<file path="src/design/dtok_pkg.sv">
// dtok_pkg: shared types and constants for the delimiter tokenizer.
// No dependencies; used by every other design file except dtok_checker.
`timescale 1ns / 1ps

package dtok_pkg;

  // Fixed field widths
  localparam int POS_W   = 7;
  localparam int CHAR_W  = 8;
  localparam int COUNT_W = 5;
  localparam int INDEX_W = 4;
  localparam int DCNT_W  = 3;

  localparam int DELIM_SLOTS = 6;
  localparam logic [DCNT_W-1:0]  DELIM_SLOTS_C = 3'd6;
  localparam logic [COUNT_W-1:0] TOKEN_LIMIT   = 5'd16;
  localparam logic [POS_W-1:0]   POS_MAX       = 7'd127;

  // Characters with fixed meaning
  localparam logic [CHAR_W-1:0] CH_EOL   = 8'd0;
  localparam logic [CHAR_W-1:0] CH_SPACE = 8'd32;
  localparam logic [CHAR_W-1:0] CH_OPEN  = 8'd40;
  localparam logic [CHAR_W-1:0] CH_CLOSE = 8'd41;
  localparam logic [CHAR_W-1:0] CH_WS_LO = 8'd9;
  localparam logic [CHAR_W-1:0] CH_WS_HI = 8'd13;

  // Register indexes (byte address = 4 * index)
  localparam logic [2:0] REG_DELIM_COUNT = 3'd0;
  localparam logic [2:0] REG_DELIM_0     = 3'd1;
  localparam logic [2:0] REG_DELIM_1     = 3'd2;
  localparam logic [2:0] REG_DELIM_2     = 3'd3;
  localparam logic [2:0] REG_DELIM_3     = 3'd4;
  localparam logic [2:0] REG_DELIM_4     = 3'd5;
  localparam logic [2:0] REG_DELIM_5     = 3'd6;
  localparam logic [2:0] REG_MAX_TOKENS  = 3'd7;

  localparam logic [DCNT_W-1:0]  RST_DELIM_COUNT = 3'd6;
  localparam logic [COUNT_W-1:0] RST_MAX_TOKENS  = 5'd2;
  localparam logic [DELIM_SLOTS-1:0][CHAR_W-1:0] RST_DELIM_CHARS =
    {8'd32, 8'd94, 8'd47, 8'd42, 8'd45, 8'd43};

  typedef struct packed {
    logic [DCNT_W-1:0]                     delim_count;
    logic [DELIM_SLOTS-1:0][CHAR_W-1:0]    delim_char;
    logic [COUNT_W-1:0]                    max_tokens;
  } cfg_t;

  typedef struct packed {
    logic [POS_W-1:0]   token_offset;
    logic [POS_W-1:0]   token_length;
    logic [CHAR_W-1:0]  terminator;
    logic [INDEX_W-1:0] token_index;
    logic               token_empty;
    logic               line_done;
    logic [COUNT_W-1:0] token_count;
  } result_t;

endpackage

</file>
<file path="src/design/dtok_if.sv">
// Valid/ready channel interfaces for the tokenizer byte input and token output.
// Depends on dtok_pkg for field widths.
`timescale 1ns / 1ps

interface dtok_in_if;
  logic                       valid;
  logic                       ready;
  logic [dtok_pkg::CHAR_W-1:0] in_byte;

  modport source (output valid, output in_byte, input ready);
  modport sink   (input valid, input in_byte, output ready);
endinterface

interface dtok_out_if;
  logic                         valid;
  logic                         ready;
  logic [dtok_pkg::POS_W-1:0]   token_offset;
  logic [dtok_pkg::POS_W-1:0]   token_length;
  logic [dtok_pkg::CHAR_W-1:0]  terminator;
  logic [dtok_pkg::INDEX_W-1:0] token_index;
  logic                         token_empty;
  logic                         line_done;
  logic [dtok_pkg::COUNT_W-1:0] token_count;

  modport source (output valid, output token_offset, output token_length,
                  output terminator, output token_index, output token_empty,
                  output line_done, output token_count, input ready);
  modport sink   (input valid, input token_offset, input token_length,
                  input terminator, input token_index, input token_empty,
                  input line_done, input token_count, output ready);
endinterface

</file>
<file path="src/design/dtok_apb_regs.sv">
// dtok_apb_regs: APB-style configuration register file.
// Depends on dtok_pkg (cfg_t, register indexes, reset values).
`timescale 1ns / 1ps

module dtok_apb_regs (
  input  logic                clk,
  input  logic                rst,
  input  logic                psel,
  input  logic                penable,
  input  logic                pwrite,
  input  logic [4:0]          paddr,
  input  logic [31:0]         pwdata,
  output logic [31:0]         prdata,
  output logic                pready,
  output dtok_pkg::cfg_t      cfg
);

  logic       wr_en;
  logic [2:0] reg_idx;

  assign pready  = 1'b1;
  assign wr_en   = psel && penable && pwrite;
  assign reg_idx = paddr[4:2];

  always_ff @(posedge clk) begin
    if (rst) begin
      cfg.delim_count <= dtok_pkg::RST_DELIM_COUNT;
      cfg.delim_char  <= dtok_pkg::RST_DELIM_CHARS;
      cfg.max_tokens  <= dtok_pkg::RST_MAX_TOKENS;
    end else if (wr_en) begin
      unique case (reg_idx)
        dtok_pkg::REG_DELIM_COUNT: cfg.delim_count   <= pwdata[2:0];
        dtok_pkg::REG_DELIM_0:     cfg.delim_char[0] <= pwdata[7:0];
        dtok_pkg::REG_DELIM_1:     cfg.delim_char[1] <= pwdata[7:0];
        dtok_pkg::REG_DELIM_2:     cfg.delim_char[2] <= pwdata[7:0];
        dtok_pkg::REG_DELIM_3:     cfg.delim_char[3] <= pwdata[7:0];
        dtok_pkg::REG_DELIM_4:     cfg.delim_char[4] <= pwdata[7:0];
        dtok_pkg::REG_DELIM_5:     cfg.delim_char[5] <= pwdata[7:0];
        dtok_pkg::REG_MAX_TOKENS:  cfg.max_tokens    <= pwdata[4:0];
      endcase
    end
  end

  always_comb begin
    prdata = '0;
    unique case (reg_idx)
      dtok_pkg::REG_DELIM_COUNT: prdata = {29'd0, cfg.delim_count};
      dtok_pkg::REG_DELIM_0:     prdata = {24'd0, cfg.delim_char[0]};
      dtok_pkg::REG_DELIM_1:     prdata = {24'd0, cfg.delim_char[1]};
      dtok_pkg::REG_DELIM_2:     prdata = {24'd0, cfg.delim_char[2]};
      dtok_pkg::REG_DELIM_3:     prdata = {24'd0, cfg.delim_char[3]};
      dtok_pkg::REG_DELIM_4:     prdata = {24'd0, cfg.delim_char[4]};
      dtok_pkg::REG_DELIM_5:     prdata = {24'd0, cfg.delim_char[5]};
      dtok_pkg::REG_MAX_TOKENS:  prdata = {27'd0, cfg.max_tokens};
    endcase
  end

endmodule

</file>
<file path="src/design/dtok_parse.sv">
// dtok_parse: per-line parse state and the combinational byte step logic.
// Depends on dtok_pkg (cfg_t, result_t, character constants).
`timescale 1ns / 1ps

module dtok_parse (
  input  logic                          clk,
  input  logic                          rst,
  input  logic                          step,
  input  logic [dtok_pkg::CHAR_W-1:0]   raw_byte,
  input  dtok_pkg::cfg_t                cfg,
  output logic                          emit,
  output dtok_pkg::result_t             result
);

  localparam logic [2:0] MODE_SKIP  = 3'd0;
  localparam logic [2:0] MODE_TOKEN = 3'd1;
  localparam logic [2:0] MODE_PAREN = 3'd2;
  localparam logic [2:0] MODE_AFTER = 3'd3;  // space seen, waiting for real terminator
  localparam logic [2:0] MODE_DONE  = 3'd4;

  logic [2:0]                    mode, mode_next;
  logic [dtok_pkg::POS_W-1:0]    byte_pos, byte_pos_next;
  logic [dtok_pkg::POS_W-1:0]    cur_start, cur_start_next;
  logic [dtok_pkg::POS_W-1:0]    cur_len, cur_len_next;
  logic [dtok_pkg::COUNT_W-1:0]  tokens, tokens_next;

  logic [dtok_pkg::CHAR_W-1:0]   c;
  logic [dtok_pkg::POS_W-1:0]    pos_inc, len_inc;
  logic [dtok_pkg::DCNT_W-1:0]   n_eff;
  logic [dtok_pkg::COUNT_W-1:0]  limit;
  logic [dtok_pkg::DELIM_SLOTS-1:0] slot_hit;
  logic                          delim_hit;
  logic [dtok_pkg::CHAR_W-1:0]   e_term;
  logic [dtok_pkg::POS_W-1:0]    e_start, e_len;
  logic                          restart;
  logic                          e_empty, e_done;
  logic [dtok_pkg::COUNT_W-1:0]  tf_new;
  logic [2:0]                    start_mode;

  // whitespace folds to space
  assign c = (raw_byte >= dtok_pkg::CH_WS_LO && raw_byte <= dtok_pkg::CH_WS_HI) ?
             dtok_pkg::CH_SPACE : raw_byte;

  assign pos_inc = (byte_pos < dtok_pkg::POS_MAX) ? byte_pos + 7'd1 : byte_pos;
  assign len_inc = (cur_len  < dtok_pkg::POS_MAX) ? cur_len  + 7'd1 : cur_len;

  assign n_eff = (cfg.delim_count > dtok_pkg::DELIM_SLOTS_C) ?
                 dtok_pkg::DELIM_SLOTS_C : cfg.delim_count;

  always_comb begin
    if (cfg.max_tokens == 5'd0)                     limit = 5'd1;
    else if (cfg.max_tokens > dtok_pkg::TOKEN_LIMIT) limit = dtok_pkg::TOKEN_LIMIT;
    else                                             limit = cfg.max_tokens;
  end

  always_comb begin
    for (int k = 0; k < dtok_pkg::DELIM_SLOTS; k++) begin
      slot_hit[k] = (3'(k) < n_eff) && (cfg.delim_char[k] == c);
    end
  end

  assign delim_hit  = (c == dtok_pkg::CH_EOL) || (|slot_hit);
  assign start_mode = (c == dtok_pkg::CH_OPEN) ? MODE_PAREN : MODE_TOKEN;

  always_comb begin
    mode_next      = mode;
    byte_pos_next  = pos_inc;
    cur_start_next = cur_start;
    cur_len_next   = cur_len;
    tokens_next    = tokens;
    emit           = 1'b0;
    e_term         = dtok_pkg::CH_EOL;
    e_start        = cur_start;
    e_len          = cur_len;
    restart        = 1'b0;

    unique case (mode)
      MODE_SKIP: begin
        if (c == dtok_pkg::CH_SPACE) begin
          // skip leading space
        end else if (c != dtok_pkg::CH_OPEN && delim_hit) begin
          emit           = 1'b1;
          e_term         = c;
          e_start        = byte_pos;
          e_len          = '0;
          cur_start_next = byte_pos;
          cur_len_next   = '0;
        end else begin
          cur_start_next = byte_pos;
          cur_len_next   = 7'd1;
          mode_next      = start_mode;
        end
      end
      MODE_TOKEN: begin
        if (delim_hit) begin
          if (c == dtok_pkg::CH_SPACE) begin
            mode_next = MODE_AFTER;
          end else begin
            emit   = 1'b1;
            e_term = c;
          end
        end else begin
          cur_len_next = len_inc;
        end
      end
      MODE_PAREN: begin
        if (c == dtok_pkg::CH_EOL) begin
          emit = 1'b1;
        end else begin
          cur_len_next = len_inc;
          if (c == dtok_pkg::CH_CLOSE) mode_next = MODE_TOKEN;
        end
      end
      MODE_AFTER: begin
        if (c == dtok_pkg::CH_SPACE) begin
          // more spaces after the token
        end else if (delim_hit) begin
          emit   = 1'b1;
          e_term = c;
        end else begin
          // space stands as terminator, this byte opens the next token
          emit    = 1'b1;
          e_term  = dtok_pkg::CH_SPACE;
          restart = 1'b1;
        end
      end
      default: begin
        // limit reached: drop bytes until end of line
        if (c == dtok_pkg::CH_EOL) begin
          mode_next      = MODE_SKIP;
          byte_pos_next  = '0;
          cur_start_next = '0;
          cur_len_next   = '0;
          tokens_next    = '0;
        end
      end
    endcase

    // empty final token is not counted; EOL or the token cap closes the line
    e_empty = (e_term == dtok_pkg::CH_EOL) && (e_len == '0);
    tf_new  = tokens + {4'd0, !e_empty};
    e_done  = (e_term == dtok_pkg::CH_EOL) || (tf_new >= limit);

    if (emit) begin
      tokens_next = tf_new;
      if (e_term == dtok_pkg::CH_EOL) begin
        mode_next      = MODE_SKIP;
        byte_pos_next  = '0;
        cur_start_next = '0;
        cur_len_next   = '0;
        tokens_next    = '0;
      end else if (e_done) begin
        mode_next = MODE_DONE;
      end else if (restart) begin
        cur_start_next = byte_pos;
        cur_len_next   = 7'd1;
        mode_next      = start_mode;
      end else begin
        mode_next = MODE_SKIP;
      end
    end
  end

  assign result.token_offset = e_start;
  assign result.token_length = e_len;
  assign result.terminator   = e_term;
  assign result.token_index  = tokens[dtok_pkg::INDEX_W-1:0];
  assign result.token_empty  = e_empty;
  assign result.line_done    = e_done;
  assign result.token_count  = tf_new;

  always_ff @(posedge clk) begin
    if (rst) begin
      mode      <= MODE_SKIP;
      byte_pos  <= '0;
      cur_start <= '0;
      cur_len   <= '0;
      tokens    <= '0;
    end else if (step) begin
      mode      <= mode_next;
      byte_pos  <= byte_pos_next;
      cur_start <= cur_start_next;
      cur_len   <= cur_len_next;
      tokens    <= tokens_next;
    end
  end

endmodule

</file>
<file path="src/design/delimiter_tokenizer_core.sv">
// delimiter_tokenizer_core: top level of the byte-stream line tokenizer.
// Depends on dtok_pkg, dtok_if, dtok_apb_regs and dtok_parse.
`timescale 1ns / 1ps
//
//  channel  | dir | handshake       | payload
//  ---------+-----+-----------------+---------------------------------------------
//  in_ch    | in  | valid/ready     | in_byte
//  out_ch   | out | valid/ready     | token_offset, token_length, terminator,
//           |     |                 | token_index, token_empty, line_done,
//           |     |                 | token_count
//  APB      | in  | psel/penable    | paddr[4:2] = register index, pwdata/prdata
//
//  One byte per cycle sustained while out_ch is not stalled. A byte accepted
//  into the input register is parsed from there; a transaction it completes
//  is loaded into the result register and then offered on out_ch.
//  A stalled out_ch holds parsing; the input register still takes one more
//  byte while a result waits, then in_ch.ready drops.
//  rst is synchronous: clears both pipeline valids and parse state, and loads the config registers' reset values.

module delimiter_tokenizer_core (
  input  logic               clk,
  input  logic               rst,
  dtok_in_if.sink            in_ch,
  dtok_out_if.source         out_ch,
  input  logic               psel,
  input  logic               penable,
  input  logic               pwrite,
  input  logic [4:0]         paddr,
  input  logic [31:0]        pwdata,
  output logic [31:0]        prdata,
  output logic               pready
);

  dtok_pkg::cfg_t      cfg;
  dtok_pkg::result_t   step_result;
  dtok_pkg::result_t   out_data;
  logic                step_emit;

  // input register
  logic                          in_valid;
  logic [dtok_pkg::CHAR_W-1:0]   in_data;
  // result register
  logic                          out_valid;

  logic advance;   // parse the held byte this cycle
  logic in_take;

  assign advance     = in_valid && (!out_valid || out_ch.ready);
  assign in_ch.ready = !in_valid || advance;
  assign in_take     = in_ch.valid && in_ch.ready;

  dtok_apb_regs u_regs (
    .clk     (clk),
    .rst     (rst),
    .psel    (psel),
    .penable (penable),
    .pwrite  (pwrite),
    .paddr   (paddr),
    .pwdata  (pwdata),
    .prdata  (prdata),
    .pready  (pready),
    .cfg     (cfg)
  );

  dtok_parse u_parse (
    .clk      (clk),
    .rst      (rst),
    .step     (advance),
    .raw_byte (in_data),
    .cfg      (cfg),
    .emit     (step_emit),
    .result   (step_result)
  );

  always_ff @(posedge clk) begin
    if (rst) begin
      in_valid <= 1'b0;
    end else if (in_take) begin
      in_valid <= 1'b1;
    end else if (advance) begin
      in_valid <= 1'b0;
    end
  end

  always_ff @(posedge clk) begin
    if (in_take) begin
      in_data <= in_ch.in_byte;
    end
  end

  // result register: loads only on an emitting step, otherwise clears once out_ch takes it
  always_ff @(posedge clk) begin
    if (rst) begin
      out_valid <= 1'b0;
    end else if (advance && step_emit) begin
      out_valid <= 1'b1;
    end else if (out_ch.ready) begin
      out_valid <= 1'b0;
    end
  end

  always_ff @(posedge clk) begin
    if (advance && step_emit) begin
      out_data <= step_result;
    end
  end

  assign out_ch.valid        = out_valid;
  assign out_ch.token_offset = out_data.token_offset;
  assign out_ch.token_length = out_data.token_length;
  assign out_ch.terminator   = out_data.terminator;
  assign out_ch.token_index  = out_data.token_index;
  assign out_ch.token_empty  = out_data.token_empty;
  assign out_ch.line_done    = out_data.line_done;
  assign out_ch.token_count  = out_data.token_count;

endmodule

</file>
<file path="src/flat_wrapper.sv">
// flat-port wrapper written by rule: the top's interface ports become plain ports
module delimiter_tokenizer_core_flat 
  (clk, rst, psel, penable, pwrite, paddr, pwdata, prdata, pready, in_ch_valid, in_ch_in_byte, in_ch_ready, out_ch_valid, out_ch_token_offset, out_ch_token_length, out_ch_terminator, out_ch_token_index, out_ch_token_empty, out_ch_line_done, out_ch_token_count, out_ch_ready);
  dtok_in_if in_ch_i ();
  dtok_out_if out_ch_i ();
  input  logic clk;
  input  logic rst;
  input  logic psel;
  input  logic penable;
  input  logic pwrite;
  input  logic [4:0] paddr;
  input  logic [31:0] pwdata;
  output logic [31:0] prdata;
  output logic pready;
  input wire logic [$bits(in_ch_i.valid)-1:0] in_ch_valid;
  input wire logic [$bits(in_ch_i.in_byte)-1:0] in_ch_in_byte;
  output wire logic [$bits(in_ch_i.ready)-1:0] in_ch_ready;
  output wire logic [$bits(out_ch_i.valid)-1:0] out_ch_valid;
  output wire logic [$bits(out_ch_i.token_offset)-1:0] out_ch_token_offset;
  output wire logic [$bits(out_ch_i.token_length)-1:0] out_ch_token_length;
  output wire logic [$bits(out_ch_i.terminator)-1:0] out_ch_terminator;
  output wire logic [$bits(out_ch_i.token_index)-1:0] out_ch_token_index;
  output wire logic [$bits(out_ch_i.token_empty)-1:0] out_ch_token_empty;
  output wire logic [$bits(out_ch_i.line_done)-1:0] out_ch_line_done;
  output wire logic [$bits(out_ch_i.token_count)-1:0] out_ch_token_count;
  input wire logic [$bits(out_ch_i.ready)-1:0] out_ch_ready;
  assign in_ch_i.valid = in_ch_valid;
  assign in_ch_i.in_byte = in_ch_in_byte;
  assign in_ch_ready = in_ch_i.ready;
  assign out_ch_valid = out_ch_i.valid;
  assign out_ch_token_offset = out_ch_i.token_offset;
  assign out_ch_token_length = out_ch_i.token_length;
  assign out_ch_terminator = out_ch_i.terminator;
  assign out_ch_token_index = out_ch_i.token_index;
  assign out_ch_token_empty = out_ch_i.token_empty;
  assign out_ch_line_done = out_ch_i.line_done;
  assign out_ch_token_count = out_ch_i.token_count;
  assign out_ch_i.ready = out_ch_ready;
  delimiter_tokenizer_core u_core (.clk(clk), .rst(rst), .in_ch(in_ch_i), .out_ch(out_ch_i), .psel(psel), .penable(penable), .pwrite(pwrite), .paddr(paddr), .pwdata(pwdata), .prdata(prdata), .pready(pready));
endmodule
</file>
<file path="config.mk">
export PLATFORM = sky130hd
export DESIGN_NAME = delimiter_tokenizer_core_flat
export DESIGN_NICKNAME = d
export VERILOG_FILES = /design/src/design/dtok_pkg.sv /design/src/design/dtok_if.sv /design/src/design/dtok_apb_regs.sv /design/src/design/dtok_parse.sv /design/src/design/delimiter_tokenizer_core.sv /design/src/flat_wrapper.sv
export SDC_FILE = /design/constraint.sdc
export NUM_CORES = 1
export LEC_CHECK = 0
export BUFFER_PORTS_ARGS = -buffer_cell sky130_fd_sc_hd__buf_2
export CORE_MARGIN = 4
export CORE_UTILIZATION = 35
export DETAILED_ROUTE_END_ITERATION = 8
export PLACE_DENSITY_LB_ADDON = 0.2
export SYNTH_ARGS = -nofsm -noshare
export SYNTH_HDL_FRONTEND = slang
export SYNTH_SLANG_ARGS = --single-unit
</file>
<file path="constraint.sdc">
create_clock -name clk -period 12.75 [get_ports clk]
set_clock_uncertainty 0.15 [all_clocks]
set_input_delay 2.55 -clock clk [delete_from_list [all_inputs] [get_ports clk]]
set_output_delay 2.55 -clock clk [all_outputs]
set_load 0.02 [all_outputs]
</file>
==> out/results.txt, run 1 <==
Fraction of layout cells with a size suffix above 1: 0.175
Final ANT Viol Nets: 0
Fin. max-slew vios: 0
Placement Cell Area: 7790 um^2
Area Growth Syn to Fin: 12.9%
Met2 Usage GRT: 0.247
Routed WL: 20200 um
CP Max Fanout: 22
Clock buffer count from CTS: 17
Largest family of logic cells by synthesized area: simple AND/OR/NAND/NOR gates
Max Clk Rate: 0.147 GHz
Final Hold Fails: 0
Post-Synth Simple-Gate Area: 0.195
Initial core utilization: 0.361
CTS root buf: clkbuf_16
Max_cap viols: 0
Setup slack after layout: 5.95 ns
Largest net degree at the start of global routing: 82
Starting DRT DRC Count: 505
Hold buffer count at cts: 0
Number of synthesized flops with an enable pin: 41
Synthesized flop and latch total: 128
Register Area: 2970 um^2
Seq/Total Area, Yosys: 0.402
Cell taking the most area after synthesis: dfxtp_1
DRC Markers: 0
Dpl cells: 1076
Worst path arrival time: 4.10 ns
Die X: 153 um
Pre-CTS setup slack: 5.97 ns
Slew HR: 0.154
Final Cell Area: 8350 um^2
Post-layout util: 0.407
Vert. Die Dim: 153 um
Commonest non-fill, non-tap cell in the layout: dfxtp_1
Synth cell types: 80
Final net count: 886
CP Launch Type: input port
Most frequent cells in the layout: dfxtp_1 (87), nor2_1 (74), buf_2 (68)
Final Cycle Share: 0.533
RePlAce Congestion: 0.911
Worst Setup Path Type: input port to output pin
Antenna violations before repair: 0
H-tree depth: 4
Slowest-stage cell, CP: buf_2
Overflow after GRT: 0
Port bufs: 68
Pwr Density: 121 nW/um^2
VDD IR max: 0.0804 mV
First-pass DRT Iterations: 5
M3 GR Usage: 0.0269
GRT busiest layer: met2
Synthesized area: 7390 um^2
Vias per inst: 5.48
Max incr delay on CP: 0.41 ns
Vias in the first global route: 5530
Core region area: 20500 um^2
Crit-path most repeated cell: buf_2
Drt wl/cell: 18.2 um
TritonCTS clock tree: built
First-pass GRT wire length: 31600 um
Synth async-reset ratio: 0
Die footprint: 23500 um^2
Setup_tns: 0 ns
Area share of the largest cell type after synthesis: 0.236
PostCTS Resize Cnt: 0
Worst endpoint required time: 10.05 ns
Setup bufs post-CTS: 0
Worst-Skew Late Latency: 0.42 ns
Multi-input gate area: 3980 um^2
Ports: 120
Diode count: 0
Unrepaired setup endpoints after global routing: false
Worst-Margin Slew: 1.26 ns
Top cells by area, synth: dfxtp_1 (24%), edfxtp_1 (17%), mux2i_1 (5.4%)
Synthesized instance count: 784
CP endpoint kind: output pin
Setup Viol. Count Final: 0
Clock Pin Slew Worst Setup and Hold Paths: 0.06 ns
Number of fill cells: 2114
Synth Area in XOR/XNOR: 0.0367
Hold/Removal Path Class: flip-flop to flip-flop
Detail Placement HPWL: 14100 um
Mux cell area share after synthesis: 0.0978
Lkg Pwr: 0.00311 uW
Critical path, cell by cell: buf_2 > mux2_2 > a22o_1 > a22oi_1 > o21ai_0 > buf_2
CTS max path bufs: 2
Adder-Cell Fraction of Synth Area: 0.0152
Finished Layout Cells: 1108
Vias: 6070
GR Layer Usage met1: 0.246
Warnings from Yosys: 0
Gr usage total: 0.168
Final min period: 6.80 ns
Status: completed
Number of core rows: 52
Compound-gate portion of the synthesized area: 0.180
CTS sink cnt: 128
Top FF cell, synth: dfxtp_1
Syn_area_per_cell: 9.43 um^2
[layer usage]
metal | part of all wire | routed length (um)
met1 | 0.49 | 9860
met2 | 0.44 | 8860
met3 | 0.045 | 913
met4 | 0.026 | 531
met5 | 0 | 0
[kinds of logic (layout without fill, tap and decap cells)]
logic type / count (synthesis) / count (layout)
and+or+nand+nor: 273 / 273
AOI/OAI and AO/OA: 175 / 175
DFF: 128 / 128
buffers and inverters: 104 / 135
muxes: 62 / 62
xor gates and xnor gates: 31 / 31
adders and majority gates: 9 / 9
other: 2 / 25
[sequential cells by signal, summed over array words and instances, names as in the netlist, 3 cells and up]
register,flops
u_core.out_ch.token_offset,7
u_core.out_ch.token_length,7
u_core.u_parse.tokens,5
u_core.out_ch.token_count,5
u_core.u_parse.mode,3
u_core.u_parse.byte_pos,7
u_core.u_parse.cur_start,7
u_core.out_ch.terminator,8
u_core.u_regs.cfg,56
u_core.in_data,8
u_core.u_parse.cur_len,7
u_core.out_ch.token_index,4
[report_power, final]
part	switching (uW)	leakage (uW)	total (uW)	internal, uW
Clock	196	0.000269	465	270
Sequential	16.0	0.00107	443	427
Combinational	68.6	0.00177	106	37.3
[area by class of cell]
cell class	instances	share of cell area
repair buffers	76	0.0479
flip-flops and latches	128	0.356
clock inverters	15	0.0162
multi-input cells	575	0.476
well taps	270	0.0405
clock buffers	17	0.0509
inverters	27	0.0121
[cells in the mapped netlist, drive strengths merged, types with 8 or more instances]
cell and count:
and2 8, clkbuf 33, nand2b 11, dfxtp 87, xor2 15, nor2 74
a21o 8, nor2b 35, mux2 16, nor4 14, xnor2 16, a31oi 18
a211o 24, nand4 10, a21oi 34, nand3 21, edfxtp 41, ha 9
nor3 28, inv 27, a211oi 10, buf 44, a221oi 9, nand2 44
o21ai 17, mux2i 40
[worst max-delay path, delay by kind of cell]
| kind | cells | cell delay [ns] |
|---|---|---|
| AO/OA/AOI/OAI | 3 | 0.52 |
| buffers and inverters | 2 | 0.63 |
| multiplexers | 1 | 0.40 |
[path summary, 6_finish.rpt]
check	start	endpoint	slack, ns	cells past startpoint
hold / removal	u_core.u_parse.cur_start[1]$_SDFFE_PP0P_	u_core.u_parse.cur_start[1]$_SDFFE_PP0P_	0.31	1
setup / recovery	paddr[2]	prdata[2]	5.95	6
hold reg to reg	u_core.u_parse.cur_start[1]$_SDFFE_PP0P_	u_core.u_parse.cur_start[1]$_SDFFE_PP0P_	0.31	1
setup reg to reg	u_core.in_data[1]$_DFFE_PP_	u_core.u_parse.cur_len[6]$_SDFFE_PP0P_	6.21	21
[metrics by stage]
stage | hold slack [ns] | power (uW)
2_1_floorplan | 0.285 | 533
3_3_place_gp | 0.303 | 557
3_5_place_dp | 0.306 | 557
4_1_cts | 0.320 | 1030
5_1_grt | 0.338 | 1050
6_report | 0.315 | 1010
No activity file was read; power rests on OpenSTA's default activity.
==> inputs of run 2 (changes only) <==
ABC_AREA = 1   (was default)
clock period = 7 ns   (was 12.75 ns; I/O delays follow)
==> run 2 against run 1 <==
Compared with the run above:
- routed wire length rose by 4.6%
- largest power group unchanged
- cell count increased by 22%
- sequential share of layout area barely moved
- critical path depth rose by 27
- worst hold slack gained 0.0050 ns
- die area fell by 2.2%
- clock-buffer cell count rose by 2
- combinational power is 130% higher
- global-route usage up 2.2 points
- non-clock buffer count increased by 4
- critical endpoint is now u_core.u_parse.cur_start[2]$_SDFFE_PP0P_
- critical path type is now flip-flop to flip-flop
- clock power up 93%
==> out/results.txt, run 2 <==
Status: completed
Worst endpoint required time: 7.19 ns (-2.86 ns)
R2r endpoint: u_core.u_parse.cur_start[2]$_SDFFE_PP0P_
Number of fill cells: 2131 (+0.80%)
Largest family of logic cells by synthesized area: simple AND/OR/NAND/NOR gates
Cells on worst reg2reg path: 33 (+57%)
Cell taking the most area after synthesis: dfxtp_1
Crit. Startpoint: u_core.in_data[1]$_DFFE_PP_
Area Growth Syn to Fin: 15.5%
Internal reg-to-reg setup slack: 1.05 ns (-5.16 ns)
Die footprint: 23000 um^2 (-2.2%)
Warnings from Yosys: 0 (unchanged)
H-tree depth: 4 (unchanged)
Final Cycle Share: 0.849
Worst Setup Path Type: flip-flop to flip-flop
Gr usage total: 0.190 (+0.0217)
Antenna violations before repair: 0 (unchanged)
Vert. Die Dim: 152 um (-1.1%)
CTS max path bufs: 2 (unchanged)
Max incr delay on CP: 0.70 ns (+0.29 ns)
Mux cell area share after synthesis: 0 (-0.0978)
Seq/Total Area, Yosys: 0.412 (+0.00954)
Pwr Density: 232 nW/um^2 (+91%)
CTS root buf: clkbuf_16
Max reg flops: 56 (unchanged)
Detail Placement HPWL: 15300 um (+8.2%)
Synth Area in XOR/XNOR: 0.00970 (-0.0270)
Most frequent cells in the layout: nand2_1 (228), inv_1 (123), nor2_1 (101)
Overflow after GRT: 0 (unchanged)
Vias: 6753 (+11%)
Top sig layer: met4
Number of synthesized flops with an enable pin: 41 (unchanged)
CP endpoint kind: flip-flop
Adder-Cell Fraction of Synth Area: 0.0156 (+0.000361)
Compound-gate portion of the synthesized area: 0.167 (-0.0130)
Core region area: 20300 um^2 (-0.95%)
Final min period: 5.95 ns
Final ANT Viol Nets: 0 (unchanged)
Fin Hold WS: 0.320 ns (+0.00501 ns)
Post-Synth Simple-Gate Area: 0.277 (+0.0817)
Diode count: 0 (unchanged)
CTS sink cnt: 128 (unchanged)
Starting DRT DRC Count: 520 (+3.0%)
Die X: 152 um (-1.1%)
Worst-Skew Late Latency: 0.43 ns (about the same)
Ports: 120 (unchanged)
WL met1: 10300 um (+4.2%)
Metal2 WL: 8920 um (+0.69%)
Fraction of layout cells with a size suffix above 1: 0.140 (-0.0351)
R2r startpoint: u_core.in_data[1]$_DFFE_PP_
Setup_tns: 0 ns (unchanged)
Final net count: 1131 (+28%)
Lkg Pwr: 0.00371 uW (+19%)
Routed WL: 21100 um (+4.6%)
Setup bufs post-CTS: 0 (unchanged)
Largest net degree at the start of global routing: 46 (-44%)
Synth async-reset ratio: 0 (unchanged)
Most numerous cell in the Yosys netlist: nand2_1
Slew HR: 0.352 (+0.197)
Worst path arrival time: 6.14 ns (+2.04 ns)
Worst-Margin Slew: 0.972 ns (-0.291 ns)
Dpl cells: 1321 (+23%)
Finished Layout Cells: 1353 (+22%)
Top FF cell, synth: dfxtp_1
CP Max Fanout: 24 (+9.1%)
Syn_area_per_cell: 7.21 um^2 (-24%)
Worst Setup EP: u_core.u_parse.cur_start[2]$_SDFFE_PP0P_
Commonest non-fill, non-tap cell in the layout: nand2_1
Crit-path most repeated cell: nand2_1
Drt wl/cell: 15.6 um (-14%)
Synth cell types: 50 (-38%)
Most frequent cells after synthesis: nand2_1 (228), inv_1 (123), nor2_1 (102), a21oi_1 (87), dfxtp_1 (87)
Area share of the largest cell type after synthesis: 0.241 (+0.00559)
Max Clk Rate: 0.168 GHz
Clock Pin Slew Worst Setup and Hold Paths: 0.06 ns (about the same)
Hold/Removal Path Class: flip-flop to flip-flop
Final Hold Fails: 0 (unchanged)
Vias in the first global route: 6204 (+12%)
Post-layout util: 0.411 (+0.00355)
Top cells by area, synth: dfxtp_1 (24%), edfxtp_1 (17%), nand2_1 (12%)
Number of core rows: 52 (unchanged)
TritonCTS clock tree: built
Setup Viol. Count Final: 0 (unchanged)
RePlAce Congestion: 0.899 (-1.3%)
Slowest-stage cell, CP: edfxtp_1
Max_cap viols: 0 (unchanged)
Synthesized area: 7220 um^2 (-2.3%)
PostCTS Resize Cnt: 0 (unchanged)
VDD IR max: 0.169 mV (+110%)
Synthesized flop and latch total: 128 (unchanged)
DRC Markers: 0 (unchanged)
Vias per inst: 4.99 (-8.9%)
Fin. max-slew vios: 0 (unchanged)
Met3 WL: 1480 um (+62%)
Hold buffer count at cts: 0 (unchanged)
Clock buffer count from CTS: 17 (unchanged)
First-pass GRT wire length: 33800 um (+7.2%)
Port bufs: 68 (unchanged)
Synthesized instance count: 1002 (+28%)
First-pass DRT Iterations: 6 (+1)
CP Launch Type: flip-flop
Initial core utilization: 0.356 (-0.00497)
Top reg by flops: u_core.u_regs.cfg
Unrepaired setup endpoints after global routing: false
run 2: per-layer routing:
| layer | up-vias | global-route usage |
|---|---|---|
| met5 | - | 0 |
| met4 | 0 | 0.0615 |
| met3 | 30 | 0.0405 |
| met2 | 245 | 0.277 |
| met1 | 3063 | 0.279 |
| li1 | 3415 | - |
run 2: report_power, final:
part / leakage [uW] / internal [uW] / switching (uW)
combinational: 0.00232 / 67.5 / 173
sequential: 0.00112 / 781 / 17.0
clock: 0.000276 / 560 / 338
total: 0.00371 / 1410 / 528
run 2: worst min path at each step:
stage,start,end,slack (ns),depth (start not counted)
after global routing,u_core.u_parse.cur_start[1]$_SDFFE_PP0P_,u_core.u_parse.cur_start[1]$_SDFFE_PP0P_,0.35,2
after global placement,u_core.u_parse.cur_start[1]$_SDFFE_PP0P_,u_core.u_parse.cur_start[1]$_SDFFE_PP0P_,0.30,2
after CTS,u_core.u_parse.cur_start[1]$_SDFFE_PP0P_,u_core.u_parse.cur_start[1]$_SDFFE_PP0P_,0.32,2
after detailed placement,u_core.u_parse.cur_start[1]$_SDFFE_PP0P_,u_core.u_parse.cur_start[1]$_SDFFE_PP0P_,0.31,2
after floorplan,u_core.u_parse.tokens[0]$_SDFFE_PP0P_,u_core.out_ch.token_index[0]$_DFFE_PP_,0.28,0
final,u_core.u_parse.cur_start[1]$_SDFFE_PP0P_,u_core.u_parse.cur_start[1]$_SDFFE_PP0P_,0.32,2
run 2: worst max-delay path: cells and delay by family, from the launching register on:
| family | cells | cell delay (ns) |
|---|---|---|
| simple gates | 23 | 3.19 |
| fa+ha+maj | 3 | 0.78 |
| flops | 1 | 0.70 |
| buf+inv | 4 | 0.47 |
| compound gates | 2 | 0.35 |
| xor+xnor | 1 | 0.20 |
run 2: area by class of cell:
type | count | area (um^2) | area share
Multi-Input combinational cell | 708 | 3490 | 0.419
Sequential cell | 128 | 2970 | 0.356
Inverter | 135 | 513 | 0.0615
Clock buffer | 19 | 433 | 0.0519
Timing Repair Buffer | 80 | 430 | 0.0516
Tap cell | 270 | 338 | 0.0405
Clock inverter | 13 | 164 | 0.0196
run 2: cells by family after synthesis:
| group | Yosys count |
|---|---|
| XOR/XNOR | 8 |
| buffers and inverters | 189 |
| other | 2 |
| AND/OR/NAND/NOR | 455 |
| adder cells (fa/ha/maj) | 9 |
| flip-flops | 128 |
| AO/OA/AOI/OAI | 211 |
run 2: stage by stage:
stage / power (uW) / area, um^2 / setup WS, ns
5_1_grt: 2020 / 8340 / 0.494
3_3_place_gp: 1050 / 7750 / 1.17
3_5_place_dp: 1050 / 7750 / 1.10
2_1_floorplan: 989 / 7310 / 2.33
6_report: 1940 / 8340 / 1.05
4_1_cts: 1950 / 8340 / 1.06
==> inputs of run 3 (changes only) <==
clock period = 5.7 ns   (was 7 ns; I/O delays follow)
==> run 3 against run 2 <==
Compared with the run above:
- worst hold slack got worse by 0.00054 ns
- flip-flop and latch count did not move
- first-iteration DRC count grew 7.7%
- critical path type unchanged
==> out/results.txt, run 3 (synthesized netlist as in run 2, its figures left out) <==
Status: completed
Worst path arrival time: 5.42 ns (-0.72 ns)
Max reg flops: 56 (unchanged)
Worst Setup Path Type: flip-flop to flip-flop
Setup Viol. Count Final: 0 (unchanged)
Slowest-stage cell, CP: edfxtp_1
Antenna violations before repair: 0 (unchanged)
Crit path max-delay family: simple AND/OR/NAND/NOR gates
Initial core utilization: 0.356 (unchanged)
Internal reg-to-reg setup slack: 0.48 ns (-0.57 ns)
VDD IR max: 0.212 mV (+26%)
Largest net degree at the start of global routing: 44 (-4.3%)
WP buf/inv: 5 (+1)
Gr usage total: 0.188 (-0.00178)
Top reg by flops: u_core.u_regs.cfg
Pwr Density: 276 nW/um^2 (+19%)
Crit. Startpoint: u_core.in_data[4]$_DFFE_PP_
Max Clk Rate: 0.192 GHz (+14%)
Detail Placement HPWL: 15300 um (-0.12%)
Crit-path most repeated cell: nand2_1
Area Growth Syn to Fin: 17.2%
Post-layout util: 0.417 (+0.00598)
CTS sink cnt: 128 (unchanged)
Vias per inst: 4.96 (-0.53%)
Most frequent cells in the layout: nand2_1 (227), inv_1 (123), nor2_1 (101)
Core region area: 20300 um^2 (unchanged)
Hold/Removal Path Class: flip-flop to flip-flop
CTS max path bufs: 2 (unchanged)
Fin. max-slew vios: 0 (unchanged)
Unrepaired setup endpoints after global routing: false
Final Cycle Share: 0.915 (+0.0655)
Fin Hold WS: 0.319 ns (-0.000540 ns)
Placement Cell Area: 7810 um^2 (+0.78%)
H-tree depth: 4 (unchanged)
CP endpoint kind: flip-flop
Slew HR: 0.360 (+0.00785)
Setup slack after layout: 0.485 ns (-0.569 ns)
Vias in the first global route: 6098 (-1.7%)
Final net count: 1142 (+0.97%)
Ports: 120 (unchanged)
Port bufs: 68 (unchanged)
Commonest non-fill, non-tap cell in the layout: nand2_1
Lkg Pwr: 0.00377 uW (+1.5%)
CTS root buf: clkbuf_16
R2r endpoint: u_core.u_parse.cur_start[6]$_SDFFE_PP0P_
Final ANT Viol Nets: 0 (unchanged)
Die footprint: 23000 um^2 (unchanged)
DRC Markers: 0 (unchanged)
Final Cell Area: 8460 um^2 (+1.5%)
First-pass DRT Iterations: 5 (-1)
Max_cap viols: 0 (unchanged)
Clock Pin Slew Worst Setup and Hold Paths: 0.06 ns (about the same)
Number of core rows: 52 (unchanged)
Final min period: 5.22 ns (-0.731 ns)
Fraction of layout cells with a size suffix above 1: 0.152 (+0.0114)
Die X: 152 um (unchanged)
CP Launch Type: flip-flop
Worst endpoint required time: 5.90 ns (-1.29 ns)
Pre-CTS setup slack: 0.241 ns (-0.859 ns)
Drt wl/cell: 15.5 um (-0.82%)
RePlAce Congestion: 0.891 (-0.90%)
Final Hold Fails: 0 (unchanged)
Starting DRT DRC Count: 560 (+7.7%)
Setup_tns: 0 ns (unchanged)
Clock buffer count from CTS: 17 (unchanged)
Cells on worst reg2reg path: 33 (unchanged)
Overflow after GRT: 0 (unchanged)
First-pass GRT wire length: 33300 um (-1.5%)
Worst Setup EP: u_core.u_parse.cur_start[6]$_SDFFE_PP0P_
Vias: 6772 (+0.28%)
CP Max Fanout: 20 (-17%)
Max incr delay on CP: 0.40 ns (-0.30 ns)
Worst-Margin Slew: 0.958 ns (-0.0140 ns)
Diode count: 0 (unchanged)
Routed WL: 21100 um (about the same)
Worst-Skew Late Latency: 0.43 ns (about the same)
R2r startpoint: u_core.in_data[4]$_DFFE_PP_
Vert. Die Dim: 152 um (unchanged)
Number of cells on the critical path: 33 (unchanged)
TritonCTS clock tree: built
[run 3: changes by cell type in the layout (fill, tap and decap cells not counted), moves of 2 or more]
cell | previous run | this run
buf_4 | 12 | 21
clkinv_1 | 1 | 4
clkbuf_1 | 2 | 0
clkinv_4 | 3 | 1
nand2_2 | 9 | 7
nand2_4 | 3 | 5
nor2_2 | 6 | 4
nor2_4 | 4 | 6
[run 3: how the worst min path moves through the flow]
stage | from | endpoint | slack (ns) | cells past startpoint
2_1_floorplan | u_core.u_parse.tokens[0]$_SDFFE_PP0P_ | u_core.out_ch.token_index[0]$_DFFE_PP_ | 0.28 | 0
3_3_place_gp | u_core.u_parse.tokens[0]$_SDFFE_PP0P_ | u_core.out_ch.token_index[0]$_DFFE_PP_ | 0.30 | 0
3_5_place_dp | u_core.u_parse.tokens[0]$_SDFFE_PP0P_ | u_core.out_ch.token_index[0]$_DFFE_PP_ | 0.31 | 0
4_1_cts | u_core.u_parse.tokens[0]$_SDFFE_PP0P_ | u_core.out_ch.token_index[0]$_DFFE_PP_ | 0.32 | 0
5_1_grt | u_core.u_parse.cur_start[1]$_SDFFE_PP0P_ | u_core.u_parse.cur_start[1]$_SDFFE_PP0P_ | 0.34 | 2
6_report | u_core.u_parse.tokens[0]$_SDFFE_PP0P_ | u_core.out_ch.token_index[0]$_DFFE_PP_ | 0.32 | 0
[run 3: timing repair]
item,4_1_cts,5_1_grt
gates resized for setup,0,13
setup endpoints to repair,0,17
hold buffers,0,0
buffers inserted,0,2
[run 3: metrics by stage]
step                total power (uW)  cells
floorplan                       1210   1025
global route                    2450   1364
global placement                1290   1329
finish                          2330   1364
CTS                             2360   1361
detailed placement              1290   1329
[run 3: final cells by class]
type | count | area, um^2
flip-flops and latches | 128 | 2970
well taps | 270 | 338
multi-input cells | 709 | 3560
clock inverters | 15 | 144
repair buffers | 90 | 513
clock buffers | 17 | 425
fillers | 2153 | 11800
inverters | 135 | 513
[run 3: layer usage]
| metal | routed length [um] | GRT usage | up-vias |
|---|---|---|---|
| met1 | 10500 | 0.283 | 3072 |
| met3 | 1320 | 0.0289 | 27 |
| li1 | - | - | 3451 |
| met5 | 0 | 0 | - |
| met2 | 8800 | 0.272 | 222 |
| met4 | 438 | 0.0638 | 0 |
[run 3: where the power goes]
part / internal [uW] / total [uW] / switching [uW]
sequential: 959 / 975 / 15.8
combinational: 88.2 / 304 / 216
clock: 638 / 1050 / 415
total: 1690 / 2330 / 647
